[config.mk]
export PLATFORM = sky130hd
export DESIGN_NAME = aesc_key_expand
export DESIGN_NICKNAME = d
export VERILOG_FILES = /design/src/aesc_pkg.sv /design/src/aesc_key_expand.sv
export SDC_FILE = /design/constraint.sdc
export NUM_CORES = 2
export LEC_CHECK = 0
export ABC_AREA = 0
export BUFFER_PORTS_ARGS = -buffer_cell sky130_fd_sc_hd__buf_2
export CAP_MARGIN = 15
export CORE_MARGIN = 2
export CORE_UTILIZATION = 42
export DETAILED_ROUTE_END_ITERATION = 10
export PLACE_DENSITY = 0.71
export SYNTH_ARGS = -nofsm -noshare
export SYNTH_HDL_FRONTEND = slang
export SYNTH_SLANG_ARGS = --single-unit
[constraint.sdc]
create_clock -name clk -period 17.07 [get_ports clk]
set_input_delay 3.414 -clock clk [delete_from_list [all_inputs] [get_ports clk]]
set_output_delay 3.414 -clock clk [all_outputs]
set_load 0.005 [all_outputs]
[src/aesc_pkg.sv]
// Types, constants and AES round helpers for the CFB-128 decrypt stream.
// No dependencies; every other file imports this package.
package aesc_pkg;

  localparam int CFG_IDX_W = 3;
  localparam int CFG_DATA_W = 64;
  localparam logic [CFG_IDX_W-1:0] REG_KEY_MODE = 3'd0;
  localparam logic [CFG_IDX_W-1:0] REG_KEY_W0 = 3'd1;
  localparam logic [CFG_IDX_W-1:0] REG_KEY_W1 = 3'd2;
  localparam logic [CFG_IDX_W-1:0] REG_KEY_W2 = 3'd3;
  localparam logic [CFG_IDX_W-1:0] REG_KEY_W3 = 3'd4;
  localparam logic [CFG_IDX_W-1:0] REG_IV_LOW = 3'd5;
  localparam logic [CFG_IDX_W-1:0] REG_IV_HIGH = 3'd6;

  localparam logic [1:0] MODE_AES128 = 2'd0;
  localparam logic [1:0] MODE_AES192 = 2'd1;

  localparam int RK_DEPTH = 15;
  localparam logic [3:0] RK_LAST_ADDR = 4'd14;

  typedef struct packed {
    logic                  valid;
    logic [CFG_IDX_W-1:0]  index;
    logic [CFG_DATA_W-1:0] data;
  } cfg_wr_t;

  typedef struct packed {
    logic       busy;
    logic [3:0] num_rounds;
  } key_status_t;

  typedef struct packed {
    logic [7:0] cipher_byte;
    logic       message_end;
    logic [3:0] pos;
  } queue_entry_t;

  localparam logic [7:0] SBOX [256] = '{
    8'h63,8'h7c,8'h77,8'h7b,8'hf2,8'h6b,8'h6f,8'hc5,8'h30,8'h01,8'h67,8'h2b,8'hfe,8'hd7,8'hab,8'h76,
    8'hca,8'h82,8'hc9,8'h7d,8'hfa,8'h59,8'h47,8'hf0,8'had,8'hd4,8'ha2,8'haf,8'h9c,8'ha4,8'h72,8'hc0,
    8'hb7,8'hfd,8'h93,8'h26,8'h36,8'h3f,8'hf7,8'hcc,8'h34,8'ha5,8'he5,8'hf1,8'h71,8'hd8,8'h31,8'h15,
    8'h04,8'hc7,8'h23,8'hc3,8'h18,8'h96,8'h05,8'h9a,8'h07,8'h12,8'h80,8'he2,8'heb,8'h27,8'hb2,8'h75,
    8'h09,8'h83,8'h2c,8'h1a,8'h1b,8'h6e,8'h5a,8'ha0,8'h52,8'h3b,8'hd6,8'hb3,8'h29,8'he3,8'h2f,8'h84,
    8'h53,8'hd1,8'h00,8'hed,8'h20,8'hfc,8'hb1,8'h5b,8'h6a,8'hcb,8'hbe,8'h39,8'h4a,8'h4c,8'h58,8'hcf,
    8'hd0,8'hef,8'haa,8'hfb,8'h43,8'h4d,8'h33,8'h85,8'h45,8'hf9,8'h02,8'h7f,8'h50,8'h3c,8'h9f,8'ha8,
    8'h51,8'ha3,8'h40,8'h8f,8'h92,8'h9d,8'h38,8'hf5,8'hbc,8'hb6,8'hda,8'h21,8'h10,8'hff,8'hf3,8'hd2,
    8'hcd,8'h0c,8'h13,8'hec,8'h5f,8'h97,8'h44,8'h17,8'hc4,8'ha7,8'h7e,8'h3d,8'h64,8'h5d,8'h19,8'h73,
    8'h60,8'h81,8'h4f,8'hdc,8'h22,8'h2a,8'h90,8'h88,8'h46,8'hee,8'hb8,8'h14,8'hde,8'h5e,8'h0b,8'hdb,
    8'he0,8'h32,8'h3a,8'h0a,8'h49,8'h06,8'h24,8'h5c,8'hc2,8'hd3,8'hac,8'h62,8'h91,8'h95,8'he4,8'h79,
    8'he7,8'hc8,8'h37,8'h6d,8'h8d,8'hd5,8'h4e,8'ha9,8'h6c,8'h56,8'hf4,8'hea,8'h65,8'h7a,8'hae,8'h08,
    8'hba,8'h78,8'h25,8'h2e,8'h1c,8'ha6,8'hb4,8'hc6,8'he8,8'hdd,8'h74,8'h1f,8'h4b,8'hbd,8'h8b,8'h8a,
    8'h70,8'h3e,8'hb5,8'h66,8'h48,8'h03,8'hf6,8'h0e,8'h61,8'h35,8'h57,8'hb9,8'h86,8'hc1,8'h1d,8'h9e,
    8'he1,8'hf8,8'h98,8'h11,8'h69,8'hd9,8'h8e,8'h94,8'h9b,8'h1e,8'h87,8'he9,8'hce,8'h55,8'h28,8'hdf,
    8'h8c,8'ha1,8'h89,8'h0d,8'hbf,8'he6,8'h42,8'h68,8'h41,8'h99,8'h2d,8'h0f,8'hb0,8'h54,8'hbb,8'h16
  };

  function automatic logic [7:0] xtime(input logic [7:0] v);
    return {v[6:0], 1'b0} ^ (v[7] ? 8'h1b : 8'h00);
  endfunction

  // Mode 3 saturates to AES-256.
  function automatic logic [3:0] rounds_of(input logic [1:0] mode);
    logic [3:0] nr;
    case (mode)
      MODE_AES128: nr = 4'd10;
      MODE_AES192: nr = 4'd12;
      default:     nr = 4'd14;
    endcase
    return nr;
  endfunction

  // One full AES round on a state with byte i at bits [8i+7:8i].
  function automatic logic [127:0] aes_round(input logic [127:0] s, input logic last,
                                             input logic [127:0] rk);
    logic [127:0] t;
    logic [127:0] m;
    logic [7:0]   a0, a1, a2, a3, x;
    for (int c = 0; c < 4; c++) begin
      for (int i = 0; i < 4; i++) begin
        t[8*(i+4*c) +: 8] = SBOX[s[8*(i + 4*((c+i) % 4)) +: 8]];
      end
    end
    for (int c = 0; c < 4; c++) begin
      a0 = t[32*c +: 8];
      a1 = t[32*c+8 +: 8];
      a2 = t[32*c+16 +: 8];
      a3 = t[32*c+24 +: 8];
      x = a0 ^ a1 ^ a2 ^ a3;
      m[32*c +: 8]    = a0 ^ x ^ xtime(a0 ^ a1);
      m[32*c+8 +: 8]  = a1 ^ x ^ xtime(a1 ^ a2);
      m[32*c+16 +: 8] = a2 ^ x ^ xtime(a2 ^ a3);
      m[32*c+24 +: 8] = a3 ^ x ^ xtime(a3 ^ a0);
    end
    return (last ? t : m) ^ rk;
  endfunction

endpackage

[src/aesc_key_expand.sv]
// Key registers, word-serial key expansion and the round-key memory.
// Depends on aesc_pkg.
module aesc_key_expand
  import aesc_pkg::*;
(
  input  logic          clk,
  input  logic          rst,
  input  cfg_wr_t       cfg_wr,
  input  logic [3:0]    rd_addr,
  output logic [127:0]  rk_data,
  output key_status_t   status
);

  logic [1:0]   mode;
  logic [255:0] key;
  logic         busy;
  logic [5:0]   idx;
  logic [2:0]   sub;
  logic [7:0]   rcon;
  logic [31:0]  win [8];
  logic [95:0]  row;
  logic [127:0] mem [RK_DEPTH];

  logic [3:0]  nr;
  logic [2:0]  nk_m1;
  logic [5:0]  last_idx;
  logic [31:0] prev;
  logic [31:0] back_word;
  logic [31:0] t;
  logic [31:0] word;
  logic        in_key;
  logic        key_write;

  assign nr = rounds_of(mode);
  assign last_idx = {nr, 2'b11};
  assign key_write = cfg_wr.valid && (cfg_wr.index == REG_KEY_MODE || cfg_wr.index == REG_KEY_W0
    || cfg_wr.index == REG_KEY_W1 || cfg_wr.index == REG_KEY_W2 || cfg_wr.index == REG_KEY_W3);

  always_comb begin
    case (mode)
      MODE_AES128: nk_m1 = 3'd3;
      MODE_AES192: nk_m1 = 3'd5;
      default:     nk_m1 = 3'd7;
    endcase
    in_key = idx <= {3'b000, nk_m1};
    prev = win[0];
    back_word = win[nk_m1];
    t = prev;
    if (sub == 3'd0) begin
      t = {SBOX[prev[7:0]], SBOX[prev[31:24]], SBOX[prev[23:16]],
           SBOX[prev[15:8]] ^ rcon};
    end else if (nk_m1 == 3'd7 && sub == 3'd4) begin
      t = {SBOX[prev[31:24]], SBOX[prev[23:16]], SBOX[prev[15:8]], SBOX[prev[7:0]]};
    end
    word = in_key ? key[32*idx[2:0] +: 32] : (back_word ^ t);
  end

  always_ff @(posedge clk) begin
    if (rst) begin
      mode <= MODE_AES128;
      key <= '0;
      busy <= 1'b1;
      idx <= '0;
      sub <= '0;
      rcon <= 8'h01;
    end else begin
      if (busy) begin
        idx <= idx + 6'd1;
        sub <= (sub == nk_m1) ? 3'd0 : sub + 3'd1;
        if (!in_key && sub == 3'd0) begin
          rcon <= xtime(rcon);
        end
        if (idx == last_idx) begin
          busy <= 1'b0;
        end
      end
      // Restart on any key or mode write.
      if (key_write) begin
        busy <= 1'b1;
        idx <= '0;
        sub <= '0;
        rcon <= 8'h01;
        case (cfg_wr.index)
          REG_KEY_MODE: mode <= cfg_wr.data[1:0];
          REG_KEY_W0:   key[63:0] <= cfg_wr.data;
          REG_KEY_W1:   key[127:64] <= cfg_wr.data;
          REG_KEY_W2:   key[191:128] <= cfg_wr.data;
          REG_KEY_W3:   key[255:192] <= cfg_wr.data;
          default:      ;
        endcase
      end
    end
  end

  always_ff @(posedge clk) begin
    if (busy) begin
      win[0] <= word;
      for (int i = 1; i < 8; i++) begin
        win[i] <= win[i-1];
      end
      if (idx[1:0] == 2'b11) begin
        mem[idx[5:2]] <= {word, row};
      end else begin
        row[32*idx[1:0] +: 32] <= word;
      end
    end
    rk_data <= mem[rd_addr];
  end

  assign status.busy = busy;
  assign status.num_rounds = nr;

endmodule

=== Yosys cells after proc, flatten, opt, wreduce, memory -nomap -nowiden ===
Memories as Yosys holds them, arrays and structs flattened. A register that Yosys moved wholly into a read port is not among the register bits.
Cells that the tools add are included.

* Flip-flop bits (word level): 372
* RAM bits: 2176
* Bits in read-only memories: 8192
* Input port bits: 74
* Output and inout port bits: 133
* Logic and storage cells: 87
* Memories: 6

* Add/subtract/negate cells: 3
* Order comparisons: 5
* Eq/ne operators: 10
* Shift-type cells: 3
* Multiplexer cells: 23
* Bitwise operators: 8
* Reduce and logical (&&, ||, !) cells: 19

{| class="wikitable"
|+ Memory list
! memory !! depth !! width !! read ports !! clocked after Yosys merged registers in !! write ports !! RTL line !! text
|-
| (no name shown) || 256 || 8 || 1 || 0 || 0 || aesc_key_expand.sv:53 || <nowiki>t = {SBOX[prev[31:24]], SBOX[prev[23:16]], SBOX[prev[15:8]], SBOX[prev[7:0]]};</nowiki>
|-
| (no name shown) || 256 || 8 || 1 || 0 || 0 || aesc_key_expand.sv:53 ||
|-
| (no name shown) || 256 || 8 || 1 || 0 || 0 || aesc_key_expand.sv:53 ||
|-
| (no name shown) || 256 || 8 || 1 || 0 || 0 || aesc_key_expand.sv:53 ||
|-
| mem || 15 || 128 || 1 || 1 || 1 || aesc_key_expand.sv:22 || <nowiki>logic [127:0] mem [RK_DEPTH];</nowiki>
|-
| win || 8 || 32 || 8 || 0 || 8 || aesc_key_expand.sv:20 || <nowiki>logic [31:0] win [8];</nowiki>
|}

{| class="wikitable"
|+ Operator list
! operator !! count
|-
| variable part select 256 x 9 -> 32 bit || 1
|-
| bitwise mux 96 bit || 1
|-
| 2-to-1 mux 32 bit || 3
|-
| variable shift 32 x 34 -> 96 bit (first input constant) || 1
|-
| variable part select 32 x 34 -> 96 bit || 1
|-
| 2-to-1 mux 8 bit || 8
|-
| >= comparator 9 bit (second input constant) || 4
|-
| NOT 8 -> 9 bit || 4
|-
| negation 7 -> 34 bit || 1
|-
| XOR 32 bit || 1
|-
| AND reduction 2 bit || 7
|-
| one-hot mux 3 bit (2 select lines) || 2
|-
| equality test 3 bit (second input constant) || 3
|-
| XOR 8 x 5 -> 8 bit || 1
|-
| XOR 8 bit || 1
|-
| 2-to-1 mux 1 bit || 7
|-
| adder 6 x 1 -> 6 bit (second input constant) || 1
|-
| equality test 3 x 2 -> 1 bit (second input constant) || 2
|-
| equality test 6 bit || 1
|-
| <= comparator 6 x 3 -> 1 bit || 1
|-
| logical NOT 3 bit || 2
|-
| 2-to-1 mux 5 bit || 1
|-
| logical OR 1 bit || 4
|-
| adder 3 x 1 -> 3 bit (second input constant) || 1
|-
| other kinds (10) || 12
|}

=== Logic depth before layout (Yosys ltp) ===
An unclocked memory read counts as a cell.

* Depth in word-level cells: 11
* Depth in mapped cells: 16
* Depth with buffers taken out: 12

=== Worst setup path after synthesis ===
Ideal clock, no wire load.

* Path kind: register to register
* From: register busy
* To: memory mem[7][0], enable pin
* Library setup time: 0.798 ns
* Data arrival time: 16.820 ns
* Data required time: 16.272 ns
* Slack: -0.548 ns
* Cell stages (with the launch flop): 3
* Path buffers: 0
* Period minus slack after synthesis: 17.618 ns
* Path through: dfxtp_1 -> nand4_1 -> nor3b_1

* Word-level cells in the longest chain between the ends: 2

{| class="wikitable"
|+ Ends and longest elaborated chain
! element !! RTL line !! text
|-
| from (decl) || aesc_key_expand.sv:16 || <nowiki>logic busy;</nowiki>
|-
| from (signal assigned) || aesc_key_expand.sv:62 || <nowiki>busy <= 1'b1;</nowiki>
|-
| from (signal assigned) || aesc_key_expand.sv:74 || <nowiki>busy <= 1'b0;</nowiki>
|-
| from (signal assigned) || aesc_key_expand.sv:79 || <nowiki>busy <= 1'b1;</nowiki>
|-
| 2-to-1 mux 1 bit || aesc_key_expand.sv:96 || <nowiki>if (busy) begin</nowiki>
|-
| 2-to-1 mux 1 bit (not written as such) || aesc_key_expand.sv:102 || <nowiki>mem[idx[5:2]] <= {word, row};</nowiki>
|-
| to (decl) || aesc_key_expand.sv:22 ||
|}

Every way passes these cells.

=== Final worst setup path ===
* From: register busy
* To: output status[4] (netlist name)

{| class="wikitable"
|+ RTL lines
! element !! RTL line !! text
|-
| to (decl) || aesc_key_expand.sv:11 || <nowiki>output key_status_t status</nowiki>
|}

No word-level cell between the ends.

==> impl_metrics.csv <==
group,metric,value,unit
run_status,outcome,"finished, final reports clean",
logic_synthesis,syn_avg_cell_area,15.1,µm²
hold_path,hold_start,"win[1][0]",
floorplan,dieArea,276000,µm²
setup_path,worstPathArrival,3190,ps
final_layout,area_delta_synth_final,11.6,%
route,via_per_inst,6.21,
sta,worstMarginPinSlew,1350,ps
global_route,grt_pass1_wl,480000,µm
route,num_vias,70760,
clocking,clk_latency,870,ps
route,dr.pass1.iters,8,
sta,slew_violations,0,
sta,final.setup.worst_slack,10470,ps
final_layout,fill_cells,22519,
sta,clock.fmax,151,MHz
logic_synthesis,yosysWarnings,0,
clocking,cts-root-buf,"clkbuf_16",
setup_path,worstPathMaxFanout,199,
setup_path,critPathKind,"reg -> out",
clocking,post_cts_resized,0,
placement,pre_cts_slack,9920,ps
logic_synthesis,syn_area,114000,µm²
setup_path,r2r_cells,12,
final_layout,layout_commonest_cell,"edfxtp_1",
sta,hold_viol,0,
global_route,grt_overflow_total,0,
floorplan,io_pins,207,
route,ant_nets,0,
logic_synthesis,ys.flop_type,"edfxtp_1",
clocking,clockBufferDepth,4,
hold_path,whs_endpoint,"win[2][0]",
setup_path,reg2reg_slack,10910,ps
final_layout,drive_gt1_share,19.1,%
logic_synthesis,ys_top_cells_by_area,"edfxtp_1 60%, mux4_2 12%, dfxtp_1 7.1%, nand2_1 2.8%, a21oi_1 2.0%",
floorplan,start_util,42.2,%
route,wl,331000,µm
final_layout,final_cell_mix,"2272 x edfxtp_1, 860 x nand2_1, 593 x mux4_2, 454 x a21oi_1, 398 x dfxtp_1",
setup_path,startpoint_type,"register",
final_layout,final_cells,11389,
floorplan,chipHeight,525,µm
placement,dp_hpwl,187000,µm
logic_synthesis,synth_nets,7685,
global_route,grt_usage,23.4,%
clocking,cts_tree,"done",
final_layout,fin_nets,7733,
sta,clock_skew,105,ps
floorplan,core,270000,µm²
route,drt_iter0_drc,10443,
global_route,grt_pass1_vias,68916,
placement,place_congestion,0.957,
pwr,power_density,111,nW/µm²
clocking,htreeDepth,5,
sta,relSlewSlack,9.56,%
global_route,grt_start_max_net_pins,200,
sta,finalSetupViolations,0,
setup_path,endpoint_kind,"primary output",
logic_synthesis,synthCells,7547,
pwr,leakagePower,41.5,nW
pwr,power,14.2,mW
sta,period_needed,6600,ps
placement,dp_cells,10891,
global_route,antenna_found_initial,43,
logic_synthesis,synth_top_area_share,59.9,%
final_layout,final_util,47.1,%
sta,rsz0062_at_grt,"false",
pwr,max-vdd-ir-drop,0.0788,mV
logic_synthesis,yosys.area.top_type,"edfxtp_1",
logic_synthesis,ys_ff_latch,2676,
logic_synthesis,ys_types,108,
flow_run,maxCapViolations,0,
clocking,clk_pin_slew_worst_paths,60,ps
logic_synthesis,async_reset_ff_share,0,%
logic_synthesis,synth-edff-count,2272,
hold_path,min_path_cells,0,
setup_path,r2r-end,"mem[12][112]",
floorplan,die_x,525,µm
sta,layout_worst_path_cycle_share,38.7,%
setup_path,critPathRequiredTime,13660,ps
hold_path,hp-class,"reg -> reg",
clocking,hold_buffers,0,
clocking,cts.sink_count,2676,
route,drc,0,
clocking,cts_buffers,270,
setup_path,regToRegStartpoint,"win[0][25]",
placement,io_buffer_count,204,
logic_synthesis,ys_seq_area_share,67.0,%
route,avgRoutedWirePerCell,29.1,µm
clocking,cts_setup_buffers,0,
floorplan,rows,191,
[power by group]
| group | total [mW] | internal (mW) | switching (mW) | leakage (nW) |
|---|---|---|---|---|
| Clock | 5.76 | 3.32 | 2.45 | 4.22 |
| Combinational | 1.07 | 0.379 | 0.688 | 12.5 |
| Sequential | 7.32 | 7.21 | 0.116 | 24.8 |
[final cells by class]
| cell class | count | area [µm²] | share of cell area (%) |
|---|---|---|---|
| Sequential cell | 2676 | 76300 | 60.0 |
| Multi-Input combinational cell | 4197 | 35000 | 27.5 |
| Clock buffer | 363 | 7410 | 5.83 |
| Tap cell | 3570 | 4470 | 3.51 |
| Timing Repair Buffer | 375 | 2490 | 1.96 |
| Clock inverter | 116 | 1170 | 0.917 |
| Inverter | 75 | 282 | 0.221 |
| Antenna cell | 17 | 42.5 | 0.0334 |
[sequential cells by signal (all words and copies together) (netlist names)]
signal and flops:
rcon 8, sub 3, rk_data 128, mode 2, key 256, win 256, mem 1920, row 96
idx 6, busy 1
[kinds of logic (layout without fill, tap and decap cells)]
family	count (synthesis)	after routing	synth area share, %
buffers and inverters	674	929	2.53
and+or+nand+nor	1831	1831	7.43
other	2	19	0.00659
adders and majority gates	64	64	0.703
xor gates and xnor gates	31	31	0.238
muxes	836	836	13.9
AOI/OAI and AO/OA	1433	1433	8.25
DFF	2676	2676	67.0
[worst max-delay path: stages (launching register included)]
cell and delay, ps:
dfxtp_4 1080, buf_12 700, buf_2 280
[synthesized netlist by cell type, drive strengths merged, types with 16 or more instances]
master	number
a211o	17
a211oi	77
a21o	20
a21oi	454
a221oi	24
a22oi	21
a311o	18
a311oi	42
a31oi	71
a32oi	21
and2	48
buf	259
clkbuf	340
dfxtp	404
edfxtp	2272
ha	64
inv	73
mux2	19
mux2i	224
mux4	593
nand2	864
nand2b	114
nand3	124
nand3b	16
nand4	22
nor2	273
nor2b	107
nor3	111
nor3b	24
o211ai	59
o21a	18
o21ai	305
o221ai	19
o22ai	17
o311a	17
o311ai	40
o31ai	39
o32ai	24
or2	37
or3	24
xnor2	23
[worst max-delay path by stage]
stage | start | end | slack (ps) | cells after the start
2_1_floorplan | busy | mem[7][0] | -550 | 2
3_3_place_gp | rd_addr[0] | rk_data[93] | 10020 | 5
3_5_place_dp | rd_addr[0] | rk_data[96] | 9920 | 5
4_1_cts | busy | status[4] | 10440 | 2
5_1_grt | busy | status[4] | 10310 | 2
6_report | busy | status[4] | 10470 | 2
[per-stage QoR]
stage	hold WS, ps	area [µm²]	TNS (ps)
4_1_cts	399	127000	0
6_report	406	127000	0
2_1_floorplan	400	114000	-140060
3_3_place_gp	400	119000	0
3_5_place_dp	405	119000	0
5_1_grt	402	127000	0
[routing by layer]
layer  global-route usage (%)  part of all wire, %
met5                        0                 0.13
met4                     9.28                  4.0
met3                     4.84                   10
met2                     36.0                   46
met1                     32.5                   40
Power figures use the tool's default switching activity.
