`config.mk`:
```
export PLATFORM = sky130hd
export DESIGN_NAME = aesc_front_flat
export DESIGN_NICKNAME = d
export VERILOG_FILES = /design/src/aesc_pkg.sv /design/src/aesc_if.sv /design/src/aesc_front.sv /design/src/flat_wrapper.sv
export SDC_FILE = /design/constraint.sdc
export NUM_CORES = 1
export LEC_CHECK = 0
export BUFFER_PORTS_ARGS = -buffer_cell sky130_fd_sc_hd__buf_2
export CELL_PAD_IN_SITES_DETAIL_PLACEMENT = 1
export CELL_PAD_IN_SITES_GLOBAL_PLACEMENT = 1
export CORE_UTILIZATION = 39
export DETAILED_ROUTE_END_ITERATION = 10
export PLACE_DENSITY = 0.85
export SLEW_MARGIN = 0
export SYNTH_ARGS = -nofsm -noshare
export SYNTH_HDL_FRONTEND = slang
export SYNTH_SLANG_ARGS = --single-unit
```
`constraint.sdc`:
```
create_clock -name clk -period 2.15 [get_ports clk]
set_input_delay 0.3225 -clock clk [delete_from_list [all_inputs] [get_ports clk]]
set_output_delay 0.3225 -clock clk [all_outputs]
set_load 0.02 [all_outputs]
```
`src/aesc_pkg.sv`:
```
// Types, constants and AES round helpers for the CFB-128 decrypt stream.
// No dependencies; every other file imports this package.
package aesc_pkg;

  localparam int CFG_IDX_W = 3;
  localparam int CFG_DATA_W = 64;
  localparam logic [CFG_IDX_W-1:0] REG_KEY_MODE = 3'd0;
  localparam logic [CFG_IDX_W-1:0] REG_KEY_W0 = 3'd1;
  localparam logic [CFG_IDX_W-1:0] REG_KEY_W1 = 3'd2;
  localparam logic [CFG_IDX_W-1:0] REG_KEY_W2 = 3'd3;
  localparam logic [CFG_IDX_W-1:0] REG_KEY_W3 = 3'd4;
  localparam logic [CFG_IDX_W-1:0] REG_IV_LOW = 3'd5;
  localparam logic [CFG_IDX_W-1:0] REG_IV_HIGH = 3'd6;

  localparam logic [1:0] MODE_AES128 = 2'd0;
  localparam logic [1:0] MODE_AES192 = 2'd1;

  localparam int RK_DEPTH = 15;
  localparam logic [3:0] RK_LAST_ADDR = 4'd14;

  typedef struct packed {
    logic                  valid;
    logic [CFG_IDX_W-1:0]  index;
    logic [CFG_DATA_W-1:0] data;
  } cfg_wr_t;

  typedef struct packed {
    logic       busy;
    logic [3:0] num_rounds;
  } key_status_t;

  typedef struct packed {
    logic [7:0] cipher_byte;
    logic       message_end;
    logic [3:0] pos;
  } queue_entry_t;

  localparam logic [7:0] SBOX [256] = '{
    8'h63,8'h7c,8'h77,8'h7b,8'hf2,8'h6b,8'h6f,8'hc5,8'h30,8'h01,8'h67,8'h2b,8'hfe,8'hd7,8'hab,8'h76,
    8'hca,8'h82,8'hc9,8'h7d,8'hfa,8'h59,8'h47,8'hf0,8'had,8'hd4,8'ha2,8'haf,8'h9c,8'ha4,8'h72,8'hc0,
    8'hb7,8'hfd,8'h93,8'h26,8'h36,8'h3f,8'hf7,8'hcc,8'h34,8'ha5,8'he5,8'hf1,8'h71,8'hd8,8'h31,8'h15,
    8'h04,8'hc7,8'h23,8'hc3,8'h18,8'h96,8'h05,8'h9a,8'h07,8'h12,8'h80,8'he2,8'heb,8'h27,8'hb2,8'h75,
    8'h09,8'h83,8'h2c,8'h1a,8'h1b,8'h6e,8'h5a,8'ha0,8'h52,8'h3b,8'hd6,8'hb3,8'h29,8'he3,8'h2f,8'h84,
    8'h53,8'hd1,8'h00,8'hed,8'h20,8'hfc,8'hb1,8'h5b,8'h6a,8'hcb,8'hbe,8'h39,8'h4a,8'h4c,8'h58,8'hcf,
    8'hd0,8'hef,8'haa,8'hfb,8'h43,8'h4d,8'h33,8'h85,8'h45,8'hf9,8'h02,8'h7f,8'h50,8'h3c,8'h9f,8'ha8,
    8'h51,8'ha3,8'h40,8'h8f,8'h92,8'h9d,8'h38,8'hf5,8'hbc,8'hb6,8'hda,8'h21,8'h10,8'hff,8'hf3,8'hd2,
    8'hcd,8'h0c,8'h13,8'hec,8'h5f,8'h97,8'h44,8'h17,8'hc4,8'ha7,8'h7e,8'h3d,8'h64,8'h5d,8'h19,8'h73,
    8'h60,8'h81,8'h4f,8'hdc,8'h22,8'h2a,8'h90,8'h88,8'h46,8'hee,8'hb8,8'h14,8'hde,8'h5e,8'h0b,8'hdb,
    8'he0,8'h32,8'h3a,8'h0a,8'h49,8'h06,8'h24,8'h5c,8'hc2,8'hd3,8'hac,8'h62,8'h91,8'h95,8'he4,8'h79,
    8'he7,8'hc8,8'h37,8'h6d,8'h8d,8'hd5,8'h4e,8'ha9,8'h6c,8'h56,8'hf4,8'hea,8'h65,8'h7a,8'hae,8'h08,
    8'hba,8'h78,8'h25,8'h2e,8'h1c,8'ha6,8'hb4,8'hc6,8'he8,8'hdd,8'h74,8'h1f,8'h4b,8'hbd,8'h8b,8'h8a,
    8'h70,8'h3e,8'hb5,8'h66,8'h48,8'h03,8'hf6,8'h0e,8'h61,8'h35,8'h57,8'hb9,8'h86,8'hc1,8'h1d,8'h9e,
    8'he1,8'hf8,8'h98,8'h11,8'h69,8'hd9,8'h8e,8'h94,8'h9b,8'h1e,8'h87,8'he9,8'hce,8'h55,8'h28,8'hdf,
    8'h8c,8'ha1,8'h89,8'h0d,8'hbf,8'he6,8'h42,8'h68,8'h41,8'h99,8'h2d,8'h0f,8'hb0,8'h54,8'hbb,8'h16
  };

  function automatic logic [7:0] xtime(input logic [7:0] v);
    return {v[6:0], 1'b0} ^ (v[7] ? 8'h1b : 8'h00);
  endfunction

  // Mode 3 saturates to AES-256.
  function automatic logic [3:0] rounds_of(input logic [1:0] mode);
    logic [3:0] nr;
    case (mode)
      MODE_AES128: nr = 4'd10;
      MODE_AES192: nr = 4'd12;
      default:     nr = 4'd14;
    endcase
    return nr;
  endfunction

  // One full AES round on a state with byte i at bits [8i+7:8i].
  function automatic logic [127:0] aes_round(input logic [127:0] s, input logic last,
                                             input logic [127:0] rk);
    logic [127:0] t;
    logic [127:0] m;
    logic [7:0]   a0, a1, a2, a3, x;
    for (int c = 0; c < 4; c++) begin
      for (int i = 0; i < 4; i++) begin
        t[8*(i+4*c) +: 8] = SBOX[s[8*(i + 4*((c+i) % 4)) +: 8]];
      end
    end
    for (int c = 0; c < 4; c++) begin
      a0 = t[32*c +: 8];
      a1 = t[32*c+8 +: 8];
      a2 = t[32*c+16 +: 8];
      a3 = t[32*c+24 +: 8];
      x = a0 ^ a1 ^ a2 ^ a3;
      m[32*c +: 8]    = a0 ^ x ^ xtime(a0 ^ a1);
      m[32*c+8 +: 8]  = a1 ^ x ^ xtime(a1 ^ a2);
      m[32*c+16 +: 8] = a2 ^ x ^ xtime(a2 ^ a3);
      m[32*c+24 +: 8] = a3 ^ x ^ xtime(a3 ^ a0);
    end
    return (last ? t : m) ^ rk;
  endfunction

endpackage

```
`src/aesc_if.sv`:
```
// Handshake channel interfaces: ciphertext in, plaintext out, register writes.
// Depends on aesc_pkg for the configuration widths.
interface aesc_in_if;
  logic       valid;
  logic       ready;
  logic [7:0] cipher_byte;
  logic       message_end;
  modport source (output valid, cipher_byte, message_end, input ready);
  modport sink (input valid, cipher_byte, message_end, output ready);
endinterface


```
`src/aesc_front.sv`:
```
// Input side: accepts ciphertext bytes, tags each with its block position
// and queues them for the back end. Depends on aesc_pkg and aesc_if.
module aesc_front
  import aesc_pkg::*;
#(
  parameter int DEPTH = 4
) (
  input  logic          clk,
  input  logic          rst,
  aesc_in_if.sink       stream_in,
  input  cfg_wr_t       cfg_wr,
  input  key_status_t   key_status,
  input  logic          pop,
  output logic          head_valid,
  output queue_entry_t  head
);

  localparam int PTR_W = (DEPTH > 1) ? $clog2(DEPTH) : 1;
  localparam int CNT_W = $clog2(DEPTH + 1);
  localparam logic [PTR_W-1:0] LAST_PTR = PTR_W'(DEPTH - 1);
  localparam logic [CNT_W-1:0] FULL_CNT = CNT_W'(DEPTH);

  queue_entry_t   q [DEPTH];
  logic [PTR_W-1:0] wr_ptr;
  logic [PTR_W-1:0] rd_ptr;
  logic [CNT_W-1:0] count;
  logic [3:0]       pos;
  logic             push;

  // Hold off input while round keys are being rebuilt.
  assign stream_in.ready = (count != FULL_CNT) && !key_status.busy;
  assign push = stream_in.valid && stream_in.ready;
  assign head_valid = count != '0;
  assign head = q[rd_ptr];

  always_ff @(posedge clk) begin
    if (rst) begin
      wr_ptr <= '0;
      rd_ptr <= '0;
      count <= '0;
      pos <= '0;
    end else begin
      if (push) begin
        wr_ptr <= (wr_ptr == LAST_PTR) ? '0 : wr_ptr + PTR_W'(1);
        pos <= pos + 4'd1;
      end
      if (pop) begin
        rd_ptr <= (rd_ptr == LAST_PTR) ? '0 : rd_ptr + PTR_W'(1);
      end
      count <= count + CNT_W'(push) - CNT_W'(pop);
      if (cfg_wr.valid && (cfg_wr.index == REG_IV_LOW || cfg_wr.index == REG_IV_HIGH)) begin
        pos <= '0;
      end
    end
  end

  always_ff @(posedge clk) begin
    if (push) begin
      q[wr_ptr] <= '{cipher_byte: stream_in.cipher_byte,
                     message_end: stream_in.message_end, pos: pos};
    end
  end

endmodule

```
`src/flat_wrapper.sv`:
```
// flat-port wrapper written by rule: the top's interface ports become plain ports
module aesc_front_flat import aesc_pkg::*;
#(
  parameter int DEPTH = 4
)
  (clk, rst, cfg_wr, key_status, pop, head_valid, head, stream_in_valid, stream_in_cipher_byte, stream_in_message_end, stream_in_ready);
  aesc_in_if stream_in_i ();
  input  logic clk;
  input  logic rst;
  input  cfg_wr_t cfg_wr;
  input  key_status_t key_status;
  input  logic pop;
  output logic head_valid;
  output queue_entry_t head;
  input wire logic [$bits(stream_in_i.valid)-1:0] stream_in_valid;
  input wire logic [$bits(stream_in_i.cipher_byte)-1:0] stream_in_cipher_byte;
  input wire logic [$bits(stream_in_i.message_end)-1:0] stream_in_message_end;
  output wire logic [$bits(stream_in_i.ready)-1:0] stream_in_ready;
  assign stream_in_i.valid = stream_in_valid;
  assign stream_in_i.cipher_byte = stream_in_cipher_byte;
  assign stream_in_i.message_end = stream_in_message_end;
  assign stream_in_ready = stream_in_i.ready;
  aesc_front #(.DEPTH(DEPTH)) u_core (.clk(clk), .rst(rst), .stream_in(stream_in_i), .cfg_wr(cfg_wr), .key_status(key_status), .pop(pop), .head_valid(head_valid), .head(head));
endmodule
```
After elaboration in Yosys (flattened, before gate mapping)
Memory sizes are Yosys's and may differ from the RTL's. A register that Yosys moved wholly into a read port is not among the register bits.
Index checks and enable logic that the tools add are counted.
W data, S select, Z words.

storage, ports and cells
  bits in registers = 11
  RAM bits = 52
  bits of input ports = 86
  output and inout port bits = 15
  memories = 1

memory list
  name      depth  width  rd ports  clocked after memory_dff  write ports  RTL line          text
  u_core.q  4      13     1         1                         1            aesc_front.sv:23  queue_entry_t q [DEPTH];

cells by class
  $add $sub $neg = 5
  equal/unequal tests = 5
  mux-type cells = 6
  reductions and logical operators = 7

operators by type and width
  operator               number
  $mux W2                4
  $eq A3 B3 Y1 const B   2
  $add A2 B1 Y2 const B  2
  $add A4 B1 Y4 const B  1
  $eq A2 B2 Y1 const B   2
  $add A3 B1 Y3          1
  $logic_and A1 B1 Y1    3
  $ne A3 B3 Y1 const B   1
  $reduce_bool A3 Y1     1
  $sub A3 B1 Y3          1
  $mux W1                2
  $reduce_or A2 Y1       1
  $logic_not A1 Y1       1
  $logic_or A1 B1 Y1     1

Logic depth before layout (Yosys ltp)
Gate-level depths: netlist of run 1.

  depth in word-level cells = 5
  depth in mapped cells = 9
  gate-level depth less buffers = 9

Least setup slack after synthesis of run 1
OpenSTA, ideal clock, no wires.

  path kind = register to register
  start point = reg u_core.count[1]
  end point = reg u_core.count[2]
  arrival time = 1.746 ns
  data required time = 2.072 ns
  setup slack = 0.327 ns
  stages on the path, launching flop included = 10
  path buffers = 1
  path through = dfxtp_1 > nor3b_2 > buf_6 > nor2_1 > ha_1 > inv_1 > fa_1 > xor2_1 > and2_2 > nor3_1

between the ends
  word-level cells in the longest chain between the ends = 5

ends and longest elaborated chain
  item                    RTL line          text
  from (decl)             aesc_front.sv:26  logic [CNT_W-1:0] count;
  from (signal assigned)  aesc_front.sv:50  count <= count + CNT_W'(push) - CNT_W'(pop);
  $ne A3 B3 Y1            aesc_front.sv:31  assign stream_in.ready = (count != FULL_CNT) && !key_status.busy;
  $logic_and A1 B1 Y1     aesc_front.sv:31
  $logic_and A1 B1 Y1     aesc_front.sv:32  assign push = stream_in.valid && stream_in.ready;
  net u_core.push         aesc_front.sv:28  logic push;
  $add A3 B1 Y3           aesc_front.sv:50
  $sub A3 B1 Y3           aesc_front.sv:50

The timed path passes the listed nets, and every way through them passes these cells.
A chain may end at the register's enable or synchronous reset.

==> results.env, run 1 <==
SYNTH_TOP_AREA_FRAC=0.6082
PRE_CTS_SLACK_NS=0.1525
RESULT_OF_THE_RUN='finished, final reports clean'
MAX_CLOCK_FREQ_MHz=510.1
SETUP.WORST_PATH.START_CLASS='register'
MAPPEDNETLISTAREA_UM2=2567
DRT-INITIAL-DRC-COUNT=43
AVGVIACOUNTPERCELL=5.198
DETAIL_ROUTE.WIRELENGTH_UM=4666
HPWL_UM=3180
FINAL_DESIGN_AREA_NO_FILL_UM2=3000
DRT-PASS1-ITER-COUNT=6
FIN_WORST_SKEW_NS=0.008950
CLK_PIN_SLEW_NS=0.07
P_TOTAL_mW=2.756
CTS.HOLD.BUFFERS_ADDED=0
DRT_DRC_VIOLATIONS_LEFT=0
NUMBER_OF_ANTENNA_VIOLATIONS_AT_THE_FIRST_CHECK_IN_GLOBAL_ROUTING=0
ANT_NETS=0
CTS-HTREE-LEVELS=3
R2R_SLACK_NS=0.22
CRIT_BUF_INV=2
FINAL-SETUP-VIOL-COUNT=0
TRITONCTS.NUM_BUFFERS=9
YS_TYPES=30
NUMCLOCKSINKS=65
TIMING.REG2REG.WORST_PATH_DEPTH=9
GRT_PASS1_VIAS=1484
GRTUSAGETOTAL=0.1450
SYNTH.LARGEST_AREA_CELL='sky130_fd_sc_hd__edfxtp_1'
CTS_TREE='built'
FIN_UTIL=0.4725
WORST_FLOP_TO_FLOP_PATH_ENDPOINT='u_core.count[2]$_SDFF_PP0_'
FINALCRITICALPERIOD_NS=1.961
DIE_WIDTH_UM=83.14
CRITICAL_PATH_SINK='head[7]'
TIMING.SETUP.TNS_NS=0
POWER_LEAKAGE_nW=1.077
WORST-ENDPOINT-ARRIVAL_NS=1.64
FLOORPLAN.IO_PINS=101
CTS-RESIZED-GATES=0
MIN_PATH_TYPE='primary input to register'
CRIT_PATH_DEPTH=3
TIMING.SETUP.CRITICAL_PATH_CLASS='register to output port'
NETLIST_INSTANCES=141
TIMING.SLEW.HEADROOM=0.5033
GRT_SETUP_UNREPAIRED='no'
POST-CTS-SETUP-BUFFER-COUNT=0
CRIT_REQUIRED_NS=1.83
WORSTREG2REGSTART='u_core.count[0]$_SDFF_PP0_'
CLOCK_INSERTION_DELAY_WORST_SKEW_NS=0.33
CRITPATHTOPFAMILY='multiplexers'
GRT_OVERFLOW=0
AVERAGE_WIRE_LENGTH_PER_CELL_AFTER_DETAIL_ROUTING_UM=17.41
COREAREA_UM2=6350
WORST_SLACK_NS=0.1894
TIMING.FINAL.HOLD_VIOLATIONS=0
HOLD-WORST-SLACK_NS=0.2085
POST_DP_CELL_AREA_UM2=2843
START_UTIL=0.4043
MAPPED_AVG_CELL_AREA_UM2=18.21
CLOCKBUFFERDEPTH=2
PIN_COUNT_OF_THE_BIGGEST_NET_ENTERING_GLOBAL_ROUTING=14
DRV_CAP=0
YS_SEQ_AREA_FRAC=0.7096
MAX-VDD-IR-DROP_uV=456.3
YOSYSWARNINGCOUNT=0
ANTENNA-DIODE-COUNT=0
CTS.ROOT.BUFFER_CELL='sky130_fd_sc_hd__clkbuf_8'
MAPPEDNETLISTNETS=236
NUMPORTBUFFERS=32
CRIT_PATH_TOP_DELAY_CELL='sky130_fd_sc_hd__mux4_2'
DP_CELLS=252
POSTSYNTHREGISTERBITS=65
GP_CONGESTION=0.8003
AREA_DELTA_SYNTH_FINAL_PCT=16.86
GLOBAL_ROUTE_WIRE_LENGTH_BEFORE_REPAIR_UM=7417
P_PER_AREA_nW_PER_UM2=918.5
HEIGHT_OF_THE_DIE_UM=83.14
VIAS=1393
TIMING.FINAL.CRIT_SHARE=0.9119
FINALNETCOUNT=281
FLOORPLAN.DIE_AREA_UM2=6911
YS_TOP_CELLS_BY_AREA='sky130_fd_sc_hd__edfxtp_1 61%, sky130_fd_sc_hd__mux4_2 11%, sky130_fd_sc_hd__dfxtp_1 10%'
CPPEAKSTAGEDELAY_NS=0.51
FINAL_MAX_SLEW_VIOL_COUNT=0
STD_CELL_ROWS=29
WORSTSETUPENDPOINTTYPE='output port'
FINALNONFILLERCELLS=268
CP_MAX_FO=6
CRIT_CHAIN='buf_4 > mux4_2 > buf_2'
FINAL_LAYOUT_SIZE_SUFFIX_GT1_FRAC=0.3874
TIMING_WORST_SLEW_PIN_VALUE_NS=0.7450
==> worst register-to-register path, cell delays in order, from the launching register on <==
cell and delay, ns:
sky130_fd_sc_hd__dfxtp_1 0.38, sky130_fd_sc_hd__inv_1 0.06, sky130_fd_sc_hd__ha_1 0.26, sky130_fd_sc_hd__inv_1 0.06, sky130_fd_sc_hd__ha_1 0.13, sky130_fd_sc_hd__inv_1 0.05, sky130_fd_sc_hd__fa_1 0.43, sky130_fd_sc_hd__xor2_1 0.16
sky130_fd_sc_hd__and2_2 0.19, sky130_fd_sc_hd__nor3_1 0.12
==> cells by family (layout without fill, tap and decap cells) <==
group | Yosys count | after routing | share of synthesized area
compound gates | 14 | 14 | 0.03362
mux | 14 | 14 | 0.1179
fa+ha+maj | 9 | 9 | 0.04679
xor+xnor | 2 | 2 | 0.006824
flops | 65 | 65 | 0.7096
buf+inv | 10 | 60 | 0.01901
simple gates | 27 | 27 | 0.06627
==> worst min path at each step <==
stage / cells after the start / slack, ns / startpoint / to
3_3_place_gp: 2 / 0.50 / u_core.pos[3]$_SDFFE_PP0P_ / u_core.pos[3]$_SDFFE_PP0P_
6_report: 1 / 0.21 / stream_in_cipher_byte[5] / u_core.q[3][10]$_DFFE_PP_
2_1_floorplan: 0 / 0.42 / stream_in_cipher_byte[5] / u_core.q[0][10]$_DFFE_PP_
5_1_grt: 1 / 0.19 / stream_in_cipher_byte[0] / u_core.q[3][5]$_DFFE_PP_
3_5_place_dp: 2 / 0.52 / u_core.wr_ptr[1]$_SDFFE_PP0P_ / u_core.wr_ptr[1]$_SDFFE_PP0P_
4_1_cts: 1 / 0.19 / stream_in_cipher_byte[5] / u_core.q[0][10]$_DFFE_PP_
==> cells in the mapped netlist <==
cell type and number:
sky130_fd_sc_hd__inv_1 6, sky130_fd_sc_hd__nor3b_2 1, sky130_fd_sc_hd__or3_2 2, sky130_fd_sc_hd__fa_1 1, sky130_fd_sc_hd__clkbuf_1 2, sky130_fd_sc_hd__or3b_2 1
sky130_fd_sc_hd__and3_1 4, sky130_fd_sc_hd__nor3_1 1, sky130_fd_sc_hd__a21oi_1 5, sky130_fd_sc_hd__xor2_1 2, sky130_fd_sc_hd__nand3_1 3, sky130_fd_sc_hd__dfxtp_1 13
sky130_fd_sc_hd__edfxtp_1 52, sky130_fd_sc_hd__a21oi_2 2, sky130_fd_sc_hd__or4_4 1, sky130_fd_sc_hd__nand2b_2 1, sky130_fd_sc_hd__or4_1 2, sky130_fd_sc_hd__a31o_2 1
sky130_fd_sc_hd__mux2i_1 1, sky130_fd_sc_hd__nor3b_1 1, sky130_fd_sc_hd__o21ai_0 4, sky130_fd_sc_hd__buf_4 1, sky130_fd_sc_hd__and2_2 1, sky130_fd_sc_hd__o31ai_1 2
sky130_fd_sc_hd__mux4_2 13, sky130_fd_sc_hd__buf_6 1, sky130_fd_sc_hd__ha_1 8, sky130_fd_sc_hd__nor2b_1 2, sky130_fd_sc_hd__nand2_1 1, sky130_fd_sc_hd__nor2_1 6
==> where the power goes <==
group	switching (mW)	total (mW)	internal, mW
Clock	0.425	0.841	0.416
Combinational	0.243	0.432	0.189
Sequential	0.0490	1.48	1.43
==> cell usage in the layout (no fill, tap or decap), types with 2 or more instances in the layout <==
cell and count:
sky130_fd_sc_hd__mux4_2 13, sky130_fd_sc_hd__dfxtp_1 12, sky130_fd_sc_hd__a21oi_2 2, sky130_fd_sc_hd__nand3_1 3, sky130_fd_sc_hd__or4_1 2, sky130_fd_sc_hd__nor2_1 6, sky130_fd_sc_hd__or3_2 2, sky130_fd_sc_hd__buf_2 32
sky130_fd_sc_hd__buf_4 6, sky130_fd_sc_hd__ha_1 8, sky130_fd_sc_hd__a21oi_1 5, sky130_fd_sc_hd__clkbuf_8 9, sky130_fd_sc_hd__xor2_1 2, sky130_fd_sc_hd__o31ai_1 2, sky130_fd_sc_hd__clkinv_2 2, sky130_fd_sc_hd__inv_1 6
sky130_fd_sc_hd__and3_1 4, sky130_fd_sc_hd__o21ai_0 4, sky130_fd_sc_hd__nor2b_1 2, sky130_fd_sc_hd__edfxtp_1 52, sky130_fd_sc_hd__clkbuf_1 4
==> area by class of cell <==
| class | instances | area (um2) |
|---|---|---|
| fill | 623 | 3349 |
| sequential | 65 | 1823 |
| multi-input combinational | 66 | 696.9 |
| timing repair buffer | 38 | 205.2 |
| clock buffer | 13 | 138.9 |
| tap | 77 | 96.34 |
| inverter | 6 | 22.52 |
| clock inverter | 3 | 17.52 |
==> state kept, by name, summed over array words and instances (netlist names), named ones only <==
name	flops
u_core.pos	4
u_core.wr_ptr	2
u_core.rd_ptr	2
u_core.q	52
u_core.count	3
==> metal layers <==
metal	routed length, um	track usage	up-vias
li1	-	-	643
met1	2002	0.1701	702
met2	2415	0.2466	42
met3	204	0.04771	6
met4	44	0.05643	0
met5	0	0	-
Power figures use the tool's default switching activity.
==> inputs of run 2 (changes only) <==
--- a/config.mk
+++ b/config.mk
@@ -10,7 +10,7 @@
 export CELL_PAD_IN_SITES_GLOBAL_PLACEMENT = 1
 export CORE_UTILIZATION = 39
 export DETAILED_ROUTE_END_ITERATION = 10
-export PLACE_DENSITY = 0.85
+export PLACE_DENSITY_LB_ADDON = 0.1
 export SLEW_MARGIN = 0
 export SYNTH_ARGS = -nofsm -noshare
 export SYNTH_HDL_FRONTEND = slang
==> results.env, run 2 (same netlist as run 1, synthesis figures left out) <==
RESULT_OF_THE_RUN='finished, final reports clean'
MAX-VDD-IR-DROP_uV=413.5  # -9.4%
LARGEST_REGISTER_FF_COUNT=52  # unchanged
CP_MAX_FO=13  # +7
AVERAGE_WIRE_LENGTH_PER_CELL_AFTER_DETAIL_ROUTING_UM=16.66  # -4.3%
TIMING.SLEW.HEADROOM=0.4963  # -0.006983
START_UTIL=0.4043  # unchanged
FINALNONFILLERCELLS=264  # -1.5%
FINAL-SETUP-VIOL-COUNT=0  # unchanged
POST_DP_CELL_AREA_UM2=2820  # -0.79%
LAYOUT.CELLS.MOST_COMMON='sky130_fd_sc_hd__edfxtp_1'
TIMING_WORST_SLEW_PIN_VALUE_NS=0.7555  # +0.01047 ns
FINALCRITICALPERIOD_NS=1.965  # +0.004436 ns
GRTUSAGETOTAL=0.1410  # -0.003949
LEADING_REGISTERS_BY_FLOP_COUNT='u_core.q: 52 flops, u_core.pos: 4 flops, u_core.count: 3 flops'
MIN_PATH_TYPE='primary input to register'
CLOCK_INSERTION_DELAY_WORST_SKEW_NS=0.33  # about the same
DRT-PASS1-ITER-COUNT=4  # -2
CTS-RESIZED-GATES=0  # unchanged
GRT.MET2_USAGE=0.2288  # -0.01788
GLOBAL_ROUTE_WIRE_LENGTH_BEFORE_REPAIR_UM=7107  # -4.2%
MOST_FREQUENT_CELLS_IN_THE_LAYOUT='52 x sky130_fd_sc_hd__edfxtp_1, 32 x sky130_fd_sc_hd__buf_2, 13 x sky130_fd_sc_hd__mux4_2, 13 x sky130_fd_sc_hd__dfxtp_1, 9 x sky130_fd_sc_hd__clkbuf_8'
FIN_UTIL=0.4719  # -0.0005910
DRT_DRC_VIOLATIONS_LEFT=0  # unchanged
GRT_SETUP_UNREPAIRED='no'
DP_CELLS=249  # -1.2%
CTS.ROOT.BUFFER_CELL='sky130_fd_sc_hd__clkbuf_8'
P_PER_AREA_nW_PER_UM2=948.1  # +3.2%
GLOBAL_ROUTE.USAGE.MET1=0.1611  # -0.008917
CPPEAKSTAGEDELAY_NS=0.56  # +0.05 ns
GRT_PASS1_VIAS=1488  # +0.27%
SETUP.WORST_PATH.START_CLASS='register'
CRIT_PATH_TOP_DELAY_CELL='sky130_fd_sc_hd__mux4_2'
TIMING.SETUP.CRITICAL_PATH_CLASS='register to output port'
TIMING.FINAL.HOLD_VIOLATIONS=0  # unchanged
WORST_SLACK_NS=0.1850  # -0.004436 ns
CLK_PIN_SLEW_NS=0.07  # about the same
HEIGHT_OF_THE_DIE_UM=83.14  # unchanged
TIMING.FINAL.CRIT_SHARE=0.9139  # +0.002063
GRT_OVERFLOW=0  # unchanged
VIAS=1373  # -1.4%
DIE_WIDTH_UM=83.14  # unchanged
PRE_CTS_SLACK_NS=0.05773  # -0.09477 ns
AREA_DELTA_SYNTH_FINAL_PCT=16.72
P_INT_mW=2.139  # +5.0%
CLOCKBUFFERDEPTH=2  # unchanged
NUMPORTBUFFERS=32  # unchanged
WORSTSETUPENDPOINTTYPE='output port'
COREAREA_UM2=6350  # unchanged
NETSWITCHINGPOWER_uW=702.0  # -2.2%
FINAL_MAX_SLEW_VIOL_COUNT=0  # unchanged
WORST-ENDPOINT-ARRIVAL_NS=1.64  # about the same
POWER.CLOCK.FRACTION=0.330  # +0.025
DETAIL_ROUTE.WIRELENGTH_UM=4398  # -5.7%
FINAL_LAYOUT_SIZE_SUFFIX_GT1_FRAC=0.3690  # -0.01845
CTS-HTREE-LEVELS=3  # unchanged
PIN_COUNT_OF_THE_BIGGEST_NET_ENTERING_GLOBAL_ROUTING=14  # unchanged
CTS_TREE='built'
TIMING.REG2REG.WORST_PATH_DEPTH=9  # unchanged
TRITONCTS.NUM_BUFFERS=9  # unchanged
GP_CONGESTION=0.7012  # -12%
AVGVIACOUNTPERCELL=5.201  # about the same
TIMING.SETUP.TNS_NS=0  # unchanged
FILLCELLCOUNT=613  # -1.6%
POWER_LEAKAGE_nW=1.068  # -0.77%
FINAL_DESIGN_AREA_NO_FILL_UM2=2997  # -0.13%
SEQPWRFRAC=0.520  # -0.018
CRIT_REQUIRED_NS=1.83  # about the same
DRV_CAP=0  # unchanged
FLOORPLAN.DIE_AREA_UM2=6911  # unchanged
NUMBER_OF_ANTENNA_VIOLATIONS_AT_THE_FIRST_CHECK_IN_GLOBAL_ROUTING=0  # unchanged
GLOBAL_ROUTE.USAGE.MET3=0.03082  # -0.01690
STD_CELL_ROWS=29  # unchanged
ANT_NETS=0  # unchanged
TIMING.HOLD.WORST_PATH_DEPTH=1  # unchanged
ANTENNA-DIODE-COUNT=0  # unchanged
DRT-INITIAL-DRC-COUNT=39  # -9.3%
COMB_POWER_SHARE=0.150  # -0.007
FINALNETCOUNT=278  # -1.1%
NUMCLOCKSINKS=65  # unchanged
FLOORPLAN.IO_PINS=101  # unchanged
CRIT_CHAIN='buf_4 > mux4_2 > buf_2'
MAX_CLOCK_FREQ_MHz=508.9  # -0.23%
LARGEST_REGISTER='u_core.q'
TOP_USAGE_LAYER='met2'
HPWL_UM=2939  # -7.6%
CTS.HOLD.BUFFERS_ADDED=0  # unchanged
FIN_WORST_SKEW_NS=0.007190  # -0.001760 ns
POST-CTS-SETUP-BUFFER-COUNT=0  # unchanged
NET_SWITCHING_SHARE_OF_THE_TOTAL_POWER=0.2471  # -0.01340
==> run 2: cell types whose count changed in the layout (fill, tap and decap cells not counted), sizes merged <==
cell    previous run  this run
buf               38        35
bufinv             0         1
clkbuf            13        11
==> run 2: layout make-up <==
class	count	area, um2	share of cell area
flip-flops and latches	65	1822	0.6079
multi-input cells	66	696.9	0.2326
repair buffers	35	182.7	0.06096
clock buffers	11	131.4	0.04384
well taps	77	96.34	0.03215
clock inverters	4	45.04	0.01503
inverters	6	22.52	0.007516
==> run 2: final timing paths <==
kind	end	slack, ns	from
worst min register to register	u_core.wr_ptr[1]$_SDFFE_PP0P_	0.53	u_core.wr_ptr[1]$_SDFFE_PP0P_
worst max register to register	u_core.count[2]$_SDFF_PP0_	0.19	u_core.count[0]$_SDFF_PP0_
worst max-delay path	head[1]	0.19	register
worst min-delay path	u_core.q[0][4]$_DFFE_PP_	0.21	stream_in_message_end
==> run 2: worst max-delay path: cells and delay by family (launching register included) <==
family	cells	cell delay (ns)
buf+inv	2	0.45
flops	1	0.31
mux	1	0.56
==> run 2: metal layers <==
layer,part of all wire,routed length (um),up-vias
met4,0.029,127,0
met3,0.034,150,9
met1,0.42,1855,690
met5,0,0,-
met2,0.51,2264,38
li1,-,-,636
==> run 2: power by group through the flow <==
| stage | Sequential, mW | Combinational (mW) | Clock (mW) |
|---|---|---|---|
| after floorplan | 1.49 | 0.311 | 0 |
| after global placement | 1.50 | 0.415 | 0 |
| after detailed placement | 1.51 | 0.434 | 0 |
| after CTS | 1.48 | 0.436 | 0.969 |
| after global routing | 1.49 | 0.475 | 1.00 |
| final | 1.48 | 0.426 | 0.936 |
==> run 2: stage by stage <==
stage	total power [mW]	hold slack, ns
2_1_floorplan	1.806	0.4214
3_3_place_gp	1.914	0.5036
3_5_place_dp	1.942	0.5262
4_1_cts	2.885	0.1881
5_1_grt	2.965	0.1963
6_report	2.841	0.2051
